File: config.mk
export PLATFORM = sky130hd
export DESIGN_NAME = software_timer_bank_flat
export DESIGN_NICKNAME = d
export VERILOG_FILES = /design/src/rtl/core/stb_pkg.sv /design/src/rtl/core/stb_if.sv /design/src/rtl/core/software_timer_bank.sv /design/src/rtl/core/stb_front.sv /design/src/rtl/core/stb_queue.sv /design/src/rtl/core/stb_back.sv /design/src/flat_wrapper.sv
export SDC_FILE = /design/constraint.sdc
export NUM_CORES = 1
export LEC_CHECK = 0
export BUFFER_PORTS_ARGS = -buffer_cell sky130_fd_sc_hd__buf_2
export CORE_ASPECT_RATIO = 1.2
export CORE_MARGIN = 2
export CORE_UTILIZATION = 50
export CTS_BUF_LIST = sky130_fd_sc_hd__clkbuf_2 sky130_fd_sc_hd__clkbuf_4 sky130_fd_sc_hd__clkbuf_8
export DETAILED_ROUTE_END_ITERATION = 7
export PLACE_DENSITY = 0.67
export SYNTH_ARGS = -nofsm -noshare
export SYNTH_HDL_FRONTEND = slang
export SYNTH_HIERARCHICAL = 1
export SYNTH_SLANG_ARGS = --single-unit
File: constraint.sdc
create_clock -name clk_i -period 3.8 [get_ports clk_i]
set_input_delay 0.76 -clock clk_i [delete_from_list [all_inputs] [get_ports clk_i]]
set_output_delay 0.76 -clock clk_i [all_outputs]
set_load 0.005 [all_outputs]
File: src/rtl/core/stb_pkg.sv
// Package for the software timer bank: sizes, command and state codes,
// and the command record that the front end hands to the back end.
// No dependencies.
package stb_pkg;

  localparam int NUM_TIMERS  = 8;
  localparam int CH_W        = (NUM_TIMERS > 1) ? $clog2(NUM_TIMERS) : 1;
  localparam int REPORTABLE  = 8;
  localparam int DELAY_W     = 16;
  localparam int KIND_W      = 3;
  localparam int INDEX_W     = 3;
  localparam int MODE_W      = 2;
  localparam int QUEUE_DEPTH = 2;
  localparam int Q_PTR_W     = (QUEUE_DEPTH > 1) ? $clog2(QUEUE_DEPTH) : 1;
  localparam int Q_CNT_W     = $clog2(QUEUE_DEPTH + 1);

  localparam logic [MODE_W-1:0] MODE_NONE     = 2'd0;
  localparam logic [MODE_W-1:0] MODE_ONE_SHOT = 2'd1;

  typedef enum logic [KIND_W-1:0] {
    KIND_TICK      = 3'd0,
    KIND_ADD       = 3'd1,
    KIND_PAUSE     = 3'd2,
    KIND_STOP      = 3'd3,
    KIND_CLEAR     = 3'd4,
    KIND_DELAY     = 3'd5,
    KIND_CLEAR_ALL = 3'd6
  } kind_e;

  typedef enum logic [2:0] {
    OP_TICK,
    OP_ADD,
    OP_PAUSE,
    OP_STOP,
    OP_CLEAR,
    OP_DELAY,
    OP_CLEAR_ALL
  } op_e;

  typedef enum logic [1:0] {
    BACK_IDLE,
    BACK_WALK,
    BACK_FLUSH
  } back_state_e;

  typedef struct packed {
    op_e                op;
    logic [CH_W-1:0]    chan;
    logic [DELAY_W-1:0] delay;
    logic [MODE_W-1:0]  mode;
    logic               callback;
  } cmd_t;

endpackage

File: src/rtl/core/stb_if.sv
// Channel interfaces of the software timer bank: input items and fired
// results, each with a valid/ready handshake. Depends on stb_pkg.
interface stb_in_if
  import stb_pkg::*;
();
  logic               valid;
  logic               ready;
  logic [KIND_W-1:0]  kind;
  logic [INDEX_W-1:0] timer_index;
  logic [DELAY_W-1:0] delay_value;
  logic [MODE_W-1:0]  timer_mode;
  logic               has_callback;

  modport source (
    output valid, kind, timer_index, delay_value, timer_mode, has_callback,
    input  ready
  );
  modport sink (
    input  valid, kind, timer_index, delay_value, timer_mode, has_callback,
    output ready
  );
endinterface

interface stb_out_if;
  logic       valid;
  logic       ready;
  logic [2:0] fired_index;
  logic       last_fired;

  modport source (
    output valid, fired_index, last_fired,
    input  ready
  );
  modport sink (
    input  valid, fired_index, last_fired,
    output ready
  );
endinterface

File: src/rtl/core/software_timer_bank.sv
// Top level of the software timer bank: front end, command queue and
// back end. Depends on stb_pkg, stb_if, stb_front, stb_queue, stb_back.
//
// A bank of NUM_TIMERS timer channels. The back end executes a command (add,
// pause, stop, clear counter, set delay, clear all counters) as it dequeues
// it. A tick is dequeued, then the back end walks the channel registers,
// holding the walk while an expiry waits on a stalled result channel, and
// then reports the final expiry. The front end keeps accepting items into a
// two-entry queue while the back end is busy, until the queue is full. Each
// expiry with a callback yields one result; the last result of a tick has
// last_fired set, and a tick with no such expiry yields nothing.
module software_timer_bank
  import stb_pkg::*;
(
  input  logic       clk_i,
  input  logic       rst_ni,
  stb_in_if.sink     in_i,
  stb_out_if.source  out_o
);

  logic q_full;
  logic q_empty;
  logic push;
  logic pop;
  cmd_t push_cmd;
  cmd_t head_cmd;

  stb_front u_front (
    .valid_i        (in_i.valid),
    .ready_o        (in_i.ready),
    .kind_i         (in_i.kind),
    .timer_index_i  (in_i.timer_index),
    .delay_value_i  (in_i.delay_value),
    .timer_mode_i   (in_i.timer_mode),
    .has_callback_i (in_i.has_callback),
    .q_full_i       (q_full),
    .push_o         (push),
    .cmd_o          (push_cmd)
  );

  stb_queue u_queue (
    .clk_i   (clk_i),
    .rst_ni  (rst_ni),
    .push_i  (push),
    .cmd_i   (push_cmd),
    .pop_i   (pop),
    .cmd_o   (head_cmd),
    .empty_o (q_empty),
    .full_o  (q_full)
  );

  stb_back u_back (
    .clk_i         (clk_i),
    .rst_ni        (rst_ni),
    .cmd_i         (head_cmd),
    .q_empty_i     (q_empty),
    .pop_o         (pop),
    .out_valid_o   (out_o.valid),
    .out_ready_i   (out_o.ready),
    .fired_index_o (out_o.fired_index),
    .last_fired_o  (out_o.last_fired)
  );

endmodule

File: src/rtl/core/stb_front.sv
// Front end of the software timer bank: accepts input items, decodes them
// and drops those that have no effect. Depends on stb_pkg.
module stb_front
  import stb_pkg::*;
(
  input  logic               valid_i,
  output logic               ready_o,
  input  logic [KIND_W-1:0]  kind_i,
  input  logic [INDEX_W-1:0] timer_index_i,
  input  logic [DELAY_W-1:0] delay_value_i,
  input  logic [MODE_W-1:0]  timer_mode_i,
  input  logic               has_callback_i,
  input  logic               q_full_i,
  output logic               push_o,
  output cmd_t               cmd_o
);

  logic in_range;
  logic keep;

  assign ready_o  = !q_full_i;
  assign in_range = 32'(timer_index_i) < NUM_TIMERS;

  always_comb begin
    cmd_o.op       = OP_TICK;
    cmd_o.chan     = CH_W'(timer_index_i);
    cmd_o.delay    = delay_value_i;
    cmd_o.mode     = timer_mode_i;
    cmd_o.callback = has_callback_i;
    keep           = 1'b0;
    unique case (kind_i)
      KIND_TICK: begin
        cmd_o.op = OP_TICK;
        keep     = 1'b1;
      end
      KIND_CLEAR_ALL: begin
        cmd_o.op = OP_CLEAR_ALL;
        keep     = 1'b1;
      end
      KIND_ADD: begin
        cmd_o.op = OP_ADD;
        keep     = in_range;
      end
      KIND_PAUSE: begin
        cmd_o.op = OP_PAUSE;
        keep     = in_range;
      end
      KIND_STOP: begin
        cmd_o.op = OP_STOP;
        keep     = in_range;
      end
      KIND_CLEAR: begin
        cmd_o.op = OP_CLEAR;
        keep     = in_range;
      end
      KIND_DELAY: begin
        cmd_o.op = OP_DELAY;
        keep     = in_range;
      end
      default: begin
        // The unused kind code is accepted and discarded.
        keep = 1'b0;
      end
    endcase
  end

  assign push_o = valid_i && ready_o && keep;

endmodule

File: src/rtl/core/stb_queue.sv
// Short command queue between the front end and the back end of the
// software timer bank. Depends on stb_pkg.
module stb_queue
  import stb_pkg::*;
(
  input  logic clk_i,
  input  logic rst_ni,
  input  logic push_i,
  input  cmd_t cmd_i,
  input  logic pop_i,
  output cmd_t cmd_o,
  output logic empty_o,
  output logic full_o
);

  cmd_t                mem_q [QUEUE_DEPTH];
  logic [Q_PTR_W-1:0]  wr_ptr_q, wr_ptr_d;
  logic [Q_PTR_W-1:0]  rd_ptr_q, rd_ptr_d;
  logic [Q_CNT_W-1:0]  count_q, count_d;
  logic                do_push, do_pop;

  assign empty_o = (count_q == '0);
  assign full_o  = (count_q == Q_CNT_W'(QUEUE_DEPTH));
  assign do_push = push_i && !full_o;
  assign do_pop  = pop_i && !empty_o;
  assign cmd_o   = mem_q[rd_ptr_q];

  always_comb begin
    wr_ptr_d = wr_ptr_q;
    rd_ptr_d = rd_ptr_q;
    count_d  = count_q;
    if (do_push) begin
      wr_ptr_d = (32'(wr_ptr_q) == QUEUE_DEPTH - 1) ? '0 : wr_ptr_q + 1'b1;
    end
    if (do_pop) begin
      rd_ptr_d = (32'(rd_ptr_q) == QUEUE_DEPTH - 1) ? '0 : rd_ptr_q + 1'b1;
    end
    if (do_push && !do_pop) begin
      count_d = count_q + 1'b1;
    end else if (do_pop && !do_push) begin
      count_d = count_q - 1'b1;
    end
  end

  always_ff @(posedge clk_i or negedge rst_ni) begin
    if (!rst_ni) begin
      wr_ptr_q <= '0;
      rd_ptr_q <= '0;
      count_q  <= '0;
    end else begin
      wr_ptr_q <= wr_ptr_d;
      rd_ptr_q <= rd_ptr_d;
      count_q  <= count_d;
    end
  end

  always_ff @(posedge clk_i) begin
    if (do_push) begin
      mem_q[wr_ptr_q] <= cmd_i;
    end
  end

endmodule

File: src/rtl/core/stb_back.sv
// Back end of the software timer bank: holds channel state, runs commands
// and walks the channels on a tick, one per cycle unless stalled, reporting
// expiries through an output register. Depends on stb_pkg.
module stb_back
  import stb_pkg::*;
(
  input  logic       clk_i,
  input  logic       rst_ni,
  input  cmd_t       cmd_i,
  input  logic       q_empty_i,
  output logic       pop_o,
  output logic       out_valid_o,
  input  logic       out_ready_i,
  output logic [2:0] fired_index_o,
  output logic       last_fired_o
);

  back_state_e        state_q, state_d;
  logic               en_q    [NUM_TIMERS];
  logic [DELAY_W-1:0] delay_q [NUM_TIMERS];
  logic [DELAY_W-1:0] count_q [NUM_TIMERS];
  logic [MODE_W-1:0]  mode_q  [NUM_TIMERS];
  logic               cb_q    [NUM_TIMERS];

  logic [CH_W-1:0]    walk_q;
  logic               pend_valid_q;
  logic [CH_W-1:0]    pend_idx_q;
  logic               out_valid_q;
  logic [2:0]         out_idx_q;
  logic               out_last_q;

  logic [DELAY_W-1:0] inc;
  logic               hit;
  logic               report;
  logic               push_ok;
  logic               walk_stall;
  logic               walk_last;
  logic               push;
  logic               push_last;

  // Evaluation of the channel the walk is on.
  assign inc       = count_q[walk_q] + 1'b1;
  assign hit       = en_q[walk_q] && (inc == delay_q[walk_q]) &&
                     (mode_q[walk_q] != MODE_NONE);
  assign report    = hit && cb_q[walk_q] && (32'(walk_q) < REPORTABLE);
  assign push_ok   = !out_valid_q || out_ready_i;
  assign walk_last = (32'(walk_q) == NUM_TIMERS - 1);
  // A new report can only be taken once the one held back has gone out.
  assign walk_stall = (state_q == BACK_WALK) && report && pend_valid_q && !push_ok;

  always_comb begin
    state_d = state_q;
    unique case (state_q)
      BACK_IDLE: begin
        if (!q_empty_i && cmd_i.op == OP_TICK) begin
          state_d = BACK_WALK;
        end
      end
      BACK_WALK: begin
        if (!walk_stall && walk_last) begin
          state_d = BACK_FLUSH;
        end
      end
      BACK_FLUSH: begin
        if (!pend_valid_q || push_ok) begin
          state_d = BACK_IDLE;
        end
      end
      default: state_d = BACK_IDLE;
    endcase
  end

  always_comb begin
    pop_o     = 1'b0;
    push      = 1'b0;
    push_last = 1'b0;
    unique case (state_q)
      BACK_IDLE: begin
        pop_o = !q_empty_i;
      end
      BACK_WALK: begin
        push = report && pend_valid_q && push_ok;
      end
      BACK_FLUSH: begin
        push      = pend_valid_q && push_ok;
        push_last = 1'b1;
      end
      default: begin
        pop_o = 1'b0;
      end
    endcase
  end

  always_ff @(posedge clk_i or negedge rst_ni) begin
    if (!rst_ni) begin
      state_q      <= BACK_IDLE;
      walk_q       <= '0;
      pend_valid_q <= 1'b0;
      pend_idx_q   <= '0;
      out_valid_q  <= 1'b0;
      out_idx_q    <= '0;
      out_last_q   <= 1'b0;
      for (int c = 0; c < NUM_TIMERS; c++) begin
        en_q[c]    <= 1'b0;
        delay_q[c] <= '0;
        count_q[c] <= '0;
        mode_q[c]  <= MODE_NONE;
        cb_q[c]    <= 1'b0;
      end
    end else begin
      state_q <= state_d;

      if (push) begin
        out_valid_q <= 1'b1;
        out_idx_q   <= 3'(pend_idx_q);
        out_last_q  <= push_last;
      end else if (out_ready_i) begin
        out_valid_q <= 1'b0;
      end

      if (state_q == BACK_IDLE && pop_o) begin
        walk_q       <= '0;
        pend_valid_q <= 1'b0;
        case (cmd_i.op)
          OP_ADD: begin
            delay_q[cmd_i.chan] <= cmd_i.delay;
            count_q[cmd_i.chan] <= '0;
            mode_q[cmd_i.chan]  <= cmd_i.mode;
            cb_q[cmd_i.chan]    <= cmd_i.callback;
            en_q[cmd_i.chan]    <= 1'b1;
          end
          OP_PAUSE: begin
            en_q[cmd_i.chan] <= 1'b0;
          end
          OP_STOP: begin
            en_q[cmd_i.chan]    <= 1'b0;
            delay_q[cmd_i.chan] <= '0;
            count_q[cmd_i.chan] <= '0;
            mode_q[cmd_i.chan]  <= MODE_NONE;
            cb_q[cmd_i.chan]    <= 1'b0;
          end
          OP_CLEAR: begin
            count_q[cmd_i.chan] <= '0;
          end
          OP_DELAY: begin
            count_q[cmd_i.chan] <= '0;
            delay_q[cmd_i.chan] <= cmd_i.delay;
          end
          OP_CLEAR_ALL: begin
            for (int c = 0; c < NUM_TIMERS; c++) begin
              count_q[c] <= '0;
            end
          end
          default: begin
            walk_q <= '0;
          end
        endcase
      end

      if (state_q == BACK_WALK && !walk_stall) begin
        walk_q <= walk_q + 1'b1;
        if (en_q[walk_q]) begin
          if (hit) begin
            count_q[walk_q] <= '0;
            if (mode_q[walk_q] == MODE_ONE_SHOT) begin
              en_q[walk_q]    <= 1'b0;
              delay_q[walk_q] <= '0;
              mode_q[walk_q]  <= MODE_NONE;
              cb_q[walk_q]    <= 1'b0;
            end
          end else begin
            count_q[walk_q] <= inc;
          end
        end
        if (report) begin
          pend_valid_q <= 1'b1;
          pend_idx_q   <= walk_q;
        end
      end

      if (state_q == BACK_FLUSH && push) begin
        pend_valid_q <= 1'b0;
      end
    end
  end

  assign out_valid_o   = out_valid_q;
  assign fired_index_o = out_idx_q;
  assign last_fired_o  = out_last_q;

endmodule
File: src/flat_wrapper.sv
// flat-port wrapper written by rule: the top's interface ports become plain ports
module software_timer_bank_flat import stb_pkg::*;
  (clk_i, rst_ni, in_i_valid, in_i_kind, in_i_timer_index, in_i_delay_value, in_i_timer_mode, in_i_has_callback, in_i_ready, out_o_valid, out_o_fired_index, out_o_last_fired, out_o_ready);
  stb_in_if in_i_i ();
  stb_out_if out_o_i ();
  input  logic clk_i;
  input  logic rst_ni;
  input wire logic [$bits(in_i_i.valid)-1:0] in_i_valid;
  input wire logic [$bits(in_i_i.kind)-1:0] in_i_kind;
  input wire logic [$bits(in_i_i.timer_index)-1:0] in_i_timer_index;
  input wire logic [$bits(in_i_i.delay_value)-1:0] in_i_delay_value;
  input wire logic [$bits(in_i_i.timer_mode)-1:0] in_i_timer_mode;
  input wire logic [$bits(in_i_i.has_callback)-1:0] in_i_has_callback;
  output wire logic [$bits(in_i_i.ready)-1:0] in_i_ready;
  output wire logic [$bits(out_o_i.valid)-1:0] out_o_valid;
  output wire logic [$bits(out_o_i.fired_index)-1:0] out_o_fired_index;
  output wire logic [$bits(out_o_i.last_fired)-1:0] out_o_last_fired;
  input wire logic [$bits(out_o_i.ready)-1:0] out_o_ready;
  assign in_i_i.valid = in_i_valid;
  assign in_i_i.kind = in_i_kind;
  assign in_i_i.timer_index = in_i_timer_index;
  assign in_i_i.delay_value = in_i_delay_value;
  assign in_i_i.timer_mode = in_i_timer_mode;
  assign in_i_i.has_callback = in_i_has_callback;
  assign in_i_ready = in_i_i.ready;
  assign out_o_valid = out_o_i.valid;
  assign out_o_fired_index = out_o_i.fired_index;
  assign out_o_last_fired = out_o_i.last_fired;
  assign out_o_i.ready = out_o_ready;
  software_timer_bank u_core (.clk_i(clk_i), .rst_ni(rst_ni), .in_i(in_i_i), .out_o(out_o_i));
endmodule
==> results.md, run 1 <==
* Outcome: finished with violations
* Failing checks: negative setup slack
* CTS tree: done
* Die ar. at about 0.039 sq mm
* Pre-antenna DRT Iters at 6
* Placed Area at a little under 0.02 sq mm
* Slew @ Worst Pin at between 900 and 1000 ps
* Worst Reg2Reg Path Length in Cells at 13
* Post-synthesis mux area share at between 10% and 20%
* Final Wtd Congestion at ~0.9
* Synth Area in Adders at less than 1%
* Diode count at 0
* Synth top cells by count: dfrtp_1 (306), nor2_2 (140), a22o_1 (129)
* Clock skew at between 30 and 40 ps
* Top FF cell, synth: dfrtp_1
* Min Tclk post-route at ~3800 ps
* P_leak at between 9 and 10 nW
* Largest net degree at the start of global routing at roughly 100
* Critical R2R Launch: u_core/u_back/walk_q[1]$_DFFE_PN0P_
* Startpoint types: flop
* RR Endpoint: u_core/u_back/delay_q[109]$_DFF_PN0_
* FF+latch count, synth at between 300 and 400
* Yosys warning total at 6
* Combinational family with the most area after synthesis: compound AO/OA/AOI/OAI gates
* Hold slack at between 100 and 150 ps
* Peak Freq at ~260 MHz
* Post-Place Cells at around 2000
* Dominant cells by area after synthesis: dfrtp_1 (41%), edfxtp_1 (8.1%), a22o_1 (6.1%)
* Worst rel slew slack at between 30% and 40%
* Layout cells sized above 1 at approximately 40%
* Total core area at about 0.037 sq mm
* Fin area at around 0.022 sq mm
* Setup crit start: u_core/u_back/walk_q[1]$_DFFE_PN0P_
* Setup violators final at 10
* Port Buffer Count at 34
* Root Driver: clkbuf_8
* Synth area leader: dfrtp_1
* R2R Setup Slk at -20 ps
* Synth Area in XOR/XNOR at between 1 and 1.5%
* WL/cell at between 20 and 30 microns
* Fin. Hold Viols at 0
* # rows at between 70 and 80
* PD cells at approximately 820 mW/mm^2
* Netlist cell types at 87
* Synth Area per Inst at between 10 and 15 sq um
* Longest Clk Path Bufs at 3
* Non-filler cells, final at 2131
* Nets at 1646
* DR vias/cell at 6.44
* Die Span Y at roughly 210 microns
* Worst Setup End Kind: flop
* TNS Setup at -179 ps
* Final HPWL DP at roughly 33000 microns
* Num CTS Buffers at 57
* Crit path arrival time at roughly 4400 ps
* GRT Residual Overflow at 0
* EDFF count, synth at 50
* Initial antenna violation count at 0
* Max FO, Critical Path at 13
* Clock-pin transition on the worst setup and hold timing paths at about 70 ps
* First-pass GRT wire length at 82100 microns
* Synth Area in Simple Gates at between 10% and 20%
* Vias at between 10000 and 15000
* Clock Sink Count at about 360
* Slew Limit Fails at 0
* Peak VDD IR at about 0.0005 V
* Worst Path Required at around 4400 ps
* Top-Level Pins at 35
* Worst skew pair latency at just under 700 ps
* Starting Density at 50.5%
* Syn Nets at 1524
* Top cell type's share of synthesized area at between 40 and 50%
* Post-synthesis async set-or-reset flop share at 86.0%
* Vias in the first global route at roughly 14000
* DP Worst Slack at -67.0 ps
* Post-CTS Hold Buffers at 0
* Routed WL at ~54000 microns
* Worst setup margin at -24.0 ps
* Area Growth Syn to Fin at 18.7%
* Hold WC Path Type: input pin to async pin
* Syn Inst Count at around 1500
* Detailed Route Iter0 Violations at between 1000 and 1500
* RSZ-0062 raised after global routing: yes
* DRC at 0
* Width of the die at roughly 180 microns
* CTS HTree Levels at 2
* Top-count cell post-synth: dfrtp_1
* CP Class: flop to flop
* FILL cells at 2885
* Crit share post-route at 101%
* Total track usage at between 20% and 30%
* Synth Area in Compound Gates at between 10% and 20%
* Post-Syn Area at ~0.018 sq mm
* Sequential area share after synthesis at 49.6%
* Routed Antenna Nets at 0
* Total of max-cap violations at 0
[kinds of logic (layout without fill, tap and decap cells)]
kind of cell             Yosys count  after routing
flip-flops                       356            356
AND/OR/NAND/NOR                  401            402
buffers and inverters            162            332
AO/OA/AOI/OAI                    397            397
multiplexers                     135            135
adder cells (fa/ha/maj)            9              9
XOR/XNOR                          26             26
[what timing repair did]
| action | in CTS | in global routing |
|---|---|---|
| endpoints found under the setup margin | 173 | 300 |
| setup buffers | 20 | 9 |
| gates resized for setup | 30 | 82 |
| cloned | 4 | 8 |
| pin swaps | 6 | 43 |
[layout by cell type (no fill, tap or decap), types with 21 or more instances in the layout]
cell type / Yosys / final
mux2_2: 28 / 25
nor2_1: 63 / 48
buf_2: 22 / 33
nand2_1: 64 / 64
dfrtp_1: 306 / 303
buf_4: 34 / 112
buf_12: 6 / 38
mux4_2: 38 / 42
nor2_2: 140 / 145
mux2i_1: 27 / 21
a22oi_1: 128 / 124
a22o_1: 129 / 129
clkbuf_8: 0 / 75
edfxtp_1: 50 / 50
mux2_4: 19 / 22
a32oi_1: 42 / 42
[layer usage]
layer,up-vias,global-route usage (%),part of all wire (%)
li1,5879,-,-
met1,7015,35.2,39
met2,678,44.7,49
met3,152,5.32,7.7
met4,0,13.4,4.8
met5,-,0,0
[final cells by class]
| cell class | instances | area [sq um] | area share (%) |
|---|---|---|---|
| repair buffers | 208 | 2170 | 9.89 |
| multi-input cells | 969 | 8660 | 39.5 |
| clock inverters | 25 | 195 | 0.889 |
| well taps | 474 | 593 | 2.70 |
| flip-flops and latches | 356 | 9170 | 41.8 |
| clock buffers | 83 | 1090 | 4.98 |
| inverters | 16 | 60.1 | 0.274 |
[flip-flops by register name (all words and copies together) (netlist names)]
name,flops
u_core/u_back/cb_q,8
u_core/u_back/count_q,128
u_core/u_back/delay_q,128
u_core/u_back/en_q,8
u_core/u_back/fired_index_o,3
u_core/u_back/last_fired_o,1
u_core/u_back/mode_q,16
u_core/u_back/out_valid_o,1
u_core/u_back/pend_idx_q,3
u_core/u_back/pend_valid_q,1
u_core/u_back/state_q,2
u_core/u_back/walk_q,3
u_core/u_queue/count_q,2
u_core/u_queue/mem_q,50
u_core/u_queue/rd_ptr_q,1
u_core/u_queue/wr_ptr_q,1
[worst max-delay path by stage]
stage / end / slack (ps) / cells after the start
5_1_grt: u_core/u_back/en_q[6]$_DFF_PN0_ / -100 / 16
4_1_cts: u_core/u_back/delay_q[30]$_DFF_PN0_ / -20 / 14
6_report: u_core/u_back/delay_q[109]$_DFF_PN0_ / -20 / 13
3_3_place_gp: u_core/u_back/delay_q[108]$_DFF_PN0_ / -6 / 12
2_1_floorplan: u_core/u_back/state_q[0]$_DFFE_PN0P_ / 5 / 14
3_5_place_dp: u_core/u_back/delay_q[95]$_DFF_PN0_ / -70 / 12
[critical path, stage by stage (launching register included)]
cell and delay (ps):
dfrtp_4 510, buf_8 160, buf_6 200, mux4_1 610
mux2i_2 320, xnor2_2 180, and3_1 240, o22ai_2 100
or4_4 580, buf_6 160, nor4_4 210, buf_6 180
clkbuf_16 180, nor2_4 30
[report_power, final]
part	leakage, nW	switching (mW)	internal (mW)
registers	4.32	0.694	5.04
logic	4.49	4.83	3.84
clock network	0.671	1.63	2.00
total	9.48	7.16	10.9
[per-stage QoR]
stage	total power [mW]	utilization (%)
after floorplan	10.9	-
after CTS	17.5	58.4
final	18.0	59.9
after global placement	13.2	53.8
after global routing	18.9	59.9
after detailed placement	13.4	53.8
(Power assumes the default switching activity.)
==> run 2: changes to the inputs <==
--- a/config.mk
+++ b/config.mk
@@ -11,7 +11,7 @@
 export CORE_UTILIZATION = 50
 export CTS_BUF_LIST = sky130_fd_sc_hd__clkbuf_2 sky130_fd_sc_hd__clkbuf_4 sky130_fd_sc_hd__clkbuf_8
 export DETAILED_ROUTE_END_ITERATION = 7
-export PLACE_DENSITY = 0.67
+export PLACE_DENSITY_LB_ADDON = 0.12
 export SYNTH_ARGS = -nofsm -noshare
 export SYNTH_HDL_FRONTEND = slang
 export SYNTH_HIERARCHICAL = 1
==> run 2 against run 1 <==
  * The run still ends with negative setup slack left
  * Sequential share of layout area is 0.47 points higher
  * Largest power group unchanged
  * Critical endpoint is now u_core/u_back/delay_q[75]$_DFF_PN0_
  * Final area down 1.1%
  * Fmax up 0.16%
  * Clock power shrank 4%
  * Highest routed layer unchanged
==> results.md, run 2 (synthesized netlist as in run 1, its figures left out) <==
* Failing checks: negative setup slack
* Longest Clk Path Bufs at 3
* Critical Path Sink: u_core/u_back/delay_q[75]$_DFF_PN0_
* Routed Antenna Nets at 0
* Slew @ Worst Pin at ~950 ps
* Initial antenna violation count at 0
* GRT Residual Overflow at 0
* Largest net degree at the start of global routing at 99
* CP Class: flop to flop
* Vias in the first global route at 13778
* Hold WC Path Type: input pin to async pin
* Peak VDD IR at between 0.0006 and 0.0007 V
* Total track usage at 27.8%
* Startpoint types: flop
* Top-Level Pins at 35
* Setup crit start: u_core/u_back/walk_q[1]$_DFFE_PN0P_
* Regs by FF count: u_core/u_back/count_q (128), u_core/u_back/delay_q (128), u_core/u_queue/mem_q (50)
* Commonest non-fill, non-tap cell in the layout: dfrtp_1
* Clock power frac at around 20%
* CTS tree: done
* Worst skew pair latency at 680 ps
* Routed WL at 54800 microns
* Die Span Y at between 200 and 250 microns
* Fin. Hold Viols at 0
* DRC at 0
* RR Endpoint: u_core/u_back/delay_q[75]$_DFF_PN0_
* P_leak at 9.44 nW
* Worst setup margin at -17.9 ps
* Final Wtd Congestion at between 0.8 and 0.9
* Power Total at roughly 18 mW
* Total core area at between 0.03 and 0.04 sq mm
* PD cells at just over 800 mW/mm^2
* # rows at 77
* Gate power share at between 40 and 50%
* Max FO, Critical Path at 8
* Sequential Power Share at around a third
* Final HPWL DP at about 34000 microns
* Internal power at between 10 and 15 mW
* Clock skew at 34.0 ps
* Outcome: finished with violations
* Starting Density at between 50% and 60%
* Clock Sink Count at between 300 and 400
* Total of max-cap violations at 0
* WL/cell at about 26 microns
* Width of the die at 180 microns
* Most frequent cells in the layout: dfrtp_1 (303), nor2_2 (132), a22o_1 (129)
* Crit share post-route at 100%
* Worst rel slew slack at between 30% and 40%
* DP Worst Slack at -169 ps
* Min Tclk post-route at 3820 ps
* Diode count at 0
* R2R Setup Slk at -20 ps
* Setup violators final at 16
* Num CTS Buffers at 59
* Worst Reg2Reg Path Length in Cells at 13
* Peak Freq at approximately 260 MHz
* CTS HTree Levels at 2
* Slew Limit Fails at 0
* Post-CTS Hold Buffers at 0
* Vias at 13516
* Worst Path Required at between 4000 and 5000 ps
* Detailed Route Iter0 Violations at around 1000
* RSZ-0062 raised after global routing: yes
* Hold slack at between 150 and 200 ps
* First-pass GRT wire length at 82200 microns
* Port Buffer Count at 34
* DR vias/cell at roughly 6.3
* Clock-pin transition on the worst setup and hold timing paths at roughly 60 ps
* Critical R2R Launch: u_core/u_back/walk_q[1]$_DFFE_PN0P_
* Die ar. at between 0.03 and 0.04 sq mm
* Total net switching power at 7.00 mW
* Pre-antenna DRT Iters at 5
* Nets at 1652
* FILL cells at 3069
* Worst Setup End Kind: flop
* Crit path arrival time at ~4400 ps
* Layout cells sized above 1 at 38.3%
* Switching Share at around two fifths
* Area Growth Syn to Fin at 17.4%
* Root Driver: clkbuf_8
run 2: stage by stage:
| stage | utilization (%) | instance area [sq um] | instances | setup TNS (ps) |
|---|---|---|---|---|
| 2_1_floorplan | - | 18500 | 1486 | 0 |
| 3_3_place_gp | 54.2 | 19800 | 1995 | -17370 |
| 3_5_place_dp | 54.2 | 19800 | 1995 | -19030 |
| 4_1_cts | 57.8 | 21200 | 2108 | 0 |
| 5_1_grt | 59.3 | 21700 | 2134 | -6920 |
| 6_report | 59.3 | 21700 | 2134 | -147 |
run 2: layout make-up:
cell class              instances  area, sq um  share of cell area, %
clock buffers                  96         1150                   5.31
well taps                     474          593                   2.73
multi-input cells             969         8540                   39.3
clock inverters                11         71.3                  0.329
repair buffers                212         2110                   9.73
inverters                      16         62.6                  0.288
flip-flops and latches        356         9170                   42.3
run 2: worst max-delay path, stage by stage (launching register included):
cell	delay, ps
dfrtp_4	540
buf_12	170
mux2_4	310
a221o_1	300
a221o_2	420
and4b_2	320
a21oi_2	170
o22ai_1	110
or4_4	540
buf_12	170
nor4_4	220
buf_6	170
clkbuf_16	200
nor2_4	30
run 2: power groups by stage:
stage                     logic [mW]  clock network (mW)  registers (mW)
after floorplan                 5.44                   0            5.48
after global placement          7.82                   0            5.72
after detailed placement        7.91                   0            5.75
after CTS                       8.09                3.58            5.70
after global routing            9.06                3.74            5.85
final                           8.55                3.50            5.72
run 2: layer usage:
metal / up-vias / global-route usage (%) / wire length, microns
met5: - / 0 / 0
met4: 0 / 11.7 / 2400
met3: 156 / 4.53 / 3330
met2: 524 / 46.9 / 27000
met1: 6946 / 35.5 / 22100
li1: 5890 / - / -
run 2: worst min-delay path by stage:
stage	cells past startpoint	endpoint	slack [ps]
2_1_floorplan	0	u_core/u_back/cb_q[0]$_DFF_PN0_	460
3_3_place_gp	1	u_core/u_back/count_q[47]$_DFF_PN0_	480
3_5_place_dp	1	u_core/u_back/count_q[79]$_DFF_PN0_	480
4_1_cts	1	u_core/u_back/en_q[4]$_DFF_PN0_	150
5_1_grt	1	u_core/u_back/count_q[67]$_DFF_PN0_	220
6_report	1	u_core/u_back/count_q[67]$_DFF_PN0_	160
run 2: repair_timing:
item | CTS | global route
cloned | 1 | 7
setup endpoints to repair | 295 | 299
setup buffers | 5 | 19
pin swaps | 8 | 34
resized for setup | 16 | 60
==> run 3: changes to the inputs <==
--- a/config.mk
+++ b/config.mk
@@ -11,7 +11,9 @@
 export CORE_UTILIZATION = 50
 export CTS_BUF_LIST = sky130_fd_sc_hd__clkbuf_2 sky130_fd_sc_hd__clkbuf_4 sky130_fd_sc_hd__clkbuf_8
 export DETAILED_ROUTE_END_ITERATION = 7
+export MAX_ROUTING_LAYER = met4
 export PLACE_DENSITY_LB_ADDON = 0.12
+export SKIP_LAST_GASP = 1
 export SYNTH_ARGS = -nofsm -noshare
 export SYNTH_HDL_FRONTEND = slang
 export SYNTH_HIERARCHICAL = 1
==> run 3 against run 2 <==
  * The flow still finishes with violations (negative setup slack)
  * Combinational power is essentially flat
  * Non-clock buffer count grew 11
  * Fmax is essentially flat
  * Utilization grew 0.092 points
  * Power grew 0.13%
  * Critical path type unchanged
  * Largest power group unchanged
  * Highest routed layer unchanged
==> results.md, run 3 (synthesized netlist as in run 1, its figures left out) <==
* Min Tclk post-route at approximately 3800 ps
* Die ar. at 0.0385 sq mm
* DR vias/cell at 6.36
* Initial antenna violation count at 0
* Failing checks: negative setup slack
* WP depth at 13
* Starting Density at 50.5%
* Ordered cell list for the critical path: buf_6 > mux4_2 > mux2i_4 > or4_4 > buf_6 > nor4_4 > xnor2_2 > buf_4 > or4b_4 > o21ai_4 > buf_12 > clkbuf_16 > a22o_1
* DRC at 0
* Port Buffer Count at 34
* Post-Place Cells at between 1500 and 2000
* Longest Clk Path Bufs at 3
* Fin area at 0.0217 sq mm
* FILL cells at roughly 3000
* Setup violators final at 12
* P_leak at roughly 9.5 nW
* Worst Path Required at about 4400 ps
* Critical Path Max Stage Delay at slightly below 600 ps
* Critical R2R Launch: u_core/u_back/walk_q[0]$_DFFE_PN0P_
* Peak Freq at 262 MHz
* Peak VDD IR at 0.000630 V
* Diode count at 0
* Total of max-cap violations at 0
* Root Driver: clkbuf_8
* # rows at slightly below 80
* Cell mode on critical path: buf_6
* Clock-pin transition on the worst setup and hold timing paths at 60 ps
* Worst Path Buf+Inv at 5
* Die Span Y at 215 microns
* Critical Path Sink: u_core/u_back/count_q[94]$_DFF_PN0_
* CTS tree: done
* Max FO, Critical Path at 8
* Pre-antenna DRT Iters at 5
* Worst Reg2Reg Path Length in Cells at 13
* First-pass GRT wire length at roughly 82000 microns
* PD cells at 819 mW/mm^2
* Startpoint types: flop
* Slew @ Worst Pin at between 900 and 1000 ps
* Final HPWL DP at 33700 microns
* Worst rel slew slack at a little under 40%
* Detailed Route Iter0 Violations at 1009
* WL/cell at around 26 microns
* Area Growth Syn to Fin at 17.6%
* Final Wtd Congestion at about 0.86
* Num CTS Buffers at between 50 and 60
* TNS Setup at -154 ps
* Worst skew pair latency at between 600 and 700 ps
* RSZ-0062 raised after global routing: yes
* CTS HTree Levels at 2
* Most frequent cells in the layout: dfrtp_1 (303), nor2_2 (142), buf_4 (132)
* Critical path's top delay family: simple AND/OR/NAND/NOR gates
* Width of the die at 180 microns
* Post-CTS Hold Buffers at 0
* CP Class: flop to flop
* Vias at 13644
* Commonest non-fill, non-tap cell in the layout: dfrtp_1
* Clock Sink Count at about 360
* R2R Setup Slk at -20 ps
* Layout cells sized above 1 at between 30% and 40%
* GRT Residual Overflow at 0
* Outcome: finished with violations
* Clock skew at approximately 32 ps
* Vias in the first global route at around 14000
* Placed Area at 0.0198 sq mm
* Total core area at 0.0366 sq mm
* Top-Level Pins at 35
* Routed Antenna Nets at 0
* Total track usage at approximately 29%
* Crit path arrival time at ~4400 ps
* RR Endpoint: u_core/u_back/count_q[94]$_DFF_PN0_
* Largest net degree at the start of global routing at 99
* DP Worst Slack at -169 ps
* CP max-delay cell: or4b_4
* Worst Setup End Kind: flop
* Regs by FF count: u_core/u_back/count_q (128), u_core/u_back/delay_q (128), u_core/u_queue/mem_q (50)
* Slew Limit Fails at 0
* Fin. Hold Viols at 0
* Worst setup margin at -19.9 ps
* Hold WC Path Type: input pin to async pin
* Crit share post-route at 101%
* Non-filler cells, final at between 2000 and 2500
* Fin util at slightly below 60%
* Routed WL at approximately 55000 microns
* Nets at around 1700
* Setup crit start: u_core/u_back/walk_q[0]$_DFFE_PN0P_
==> run 3: changes by cell type in the layout (fill, tap and decap cells not counted), moves of 3 or more <==
cell	previous run	this run
nor2_4	18	1
nor2_1	53	60
nor2_2	132	142
buf_4	126	132
buf_12	36	39
==> run 3: final cells by class <==
class / instances / area [sq um] / area share, %
repair buffers: 223 / 2260 / 10.4
inverters: 16 / 62.6 / 0.288
clock inverters: 11 / 71.3 / 0.328
multi-input cells: 969 / 8420 / 38.7
clock buffers: 96 / 1150 / 5.30
flip-flops and latches: 356 / 9170 / 42.2
well taps: 474 / 593 / 2.73
==> run 3: repair_timing <==
action	CTS	global route
pin swaps	8	31
setup buffers	5	28
gates resized for setup	15	41
setup endpoints to repair	295	299
cloned	1	9
==> run 3: stage by stage <==
step                hold slack, ps  power (mW)
detailed placement             482        13.7
global placement               479        13.5
finish                         159        17.8
global route                   219        18.7
floorplan                      461        10.9
CTS                            151        17.4
==> run 3: worst reg2reg max path: stages, from the launching register on <==
cell	delay, ps
dfrtp_4	530
buf_6	160
mux4_2	360
mux2i_4	100
or4_4	560
buf_6	140
nor4_4	360
xnor2_2	140
buf_4	170
or4b_4	580
o21ai_4	200
buf_12	140
clkbuf_16	170
a22o_1	150
==> run 3: per-layer routing <==
metal	vias up	part of all wire [%]	global-route usage, %
met5	-	0	-
met4	0	4.5	11.5
met3	161	6.6	4.38
met2	535	49	47.0
met1	7028	40	35.6
li1	5920	-	-
==> run 3: report_power, final <==
group,leakage (nW),total (mW),internal (mW),switching [mW]
sequential,4.32,5.72,5.04,0.684
clock,0.661,3.51,1.91,1.59
combinational,4.52,8.57,3.84,4.73
==> run 3: worst min path at each step <==
| stage | startpoint | endpoint | slack [ps] |
|---|---|---|---|
| after global routing | rst_ni | u_core/u_back/count_q[67]$_DFF_PN0_ | 220 |
| after detailed placement | u_core/u_back/count_q[79]$_DFF_PN0_ | u_core/u_back/count_q[79]$_DFF_PN0_ | 480 |
| final | rst_ni | u_core/u_back/count_q[67]$_DFF_PN0_ | 160 |
| after CTS | rst_ni | u_core/u_back/en_q[4]$_DFF_PN0_ | 150 |
| after floorplan | rst_ni | u_core/u_back/cb_q[0]$_DFF_PN0_ | 460 |
| after global placement | u_core/u_back/count_q[47]$_DFF_PN0_ | u_core/u_back/count_q[47]$_DFF_PN0_ | 480 |
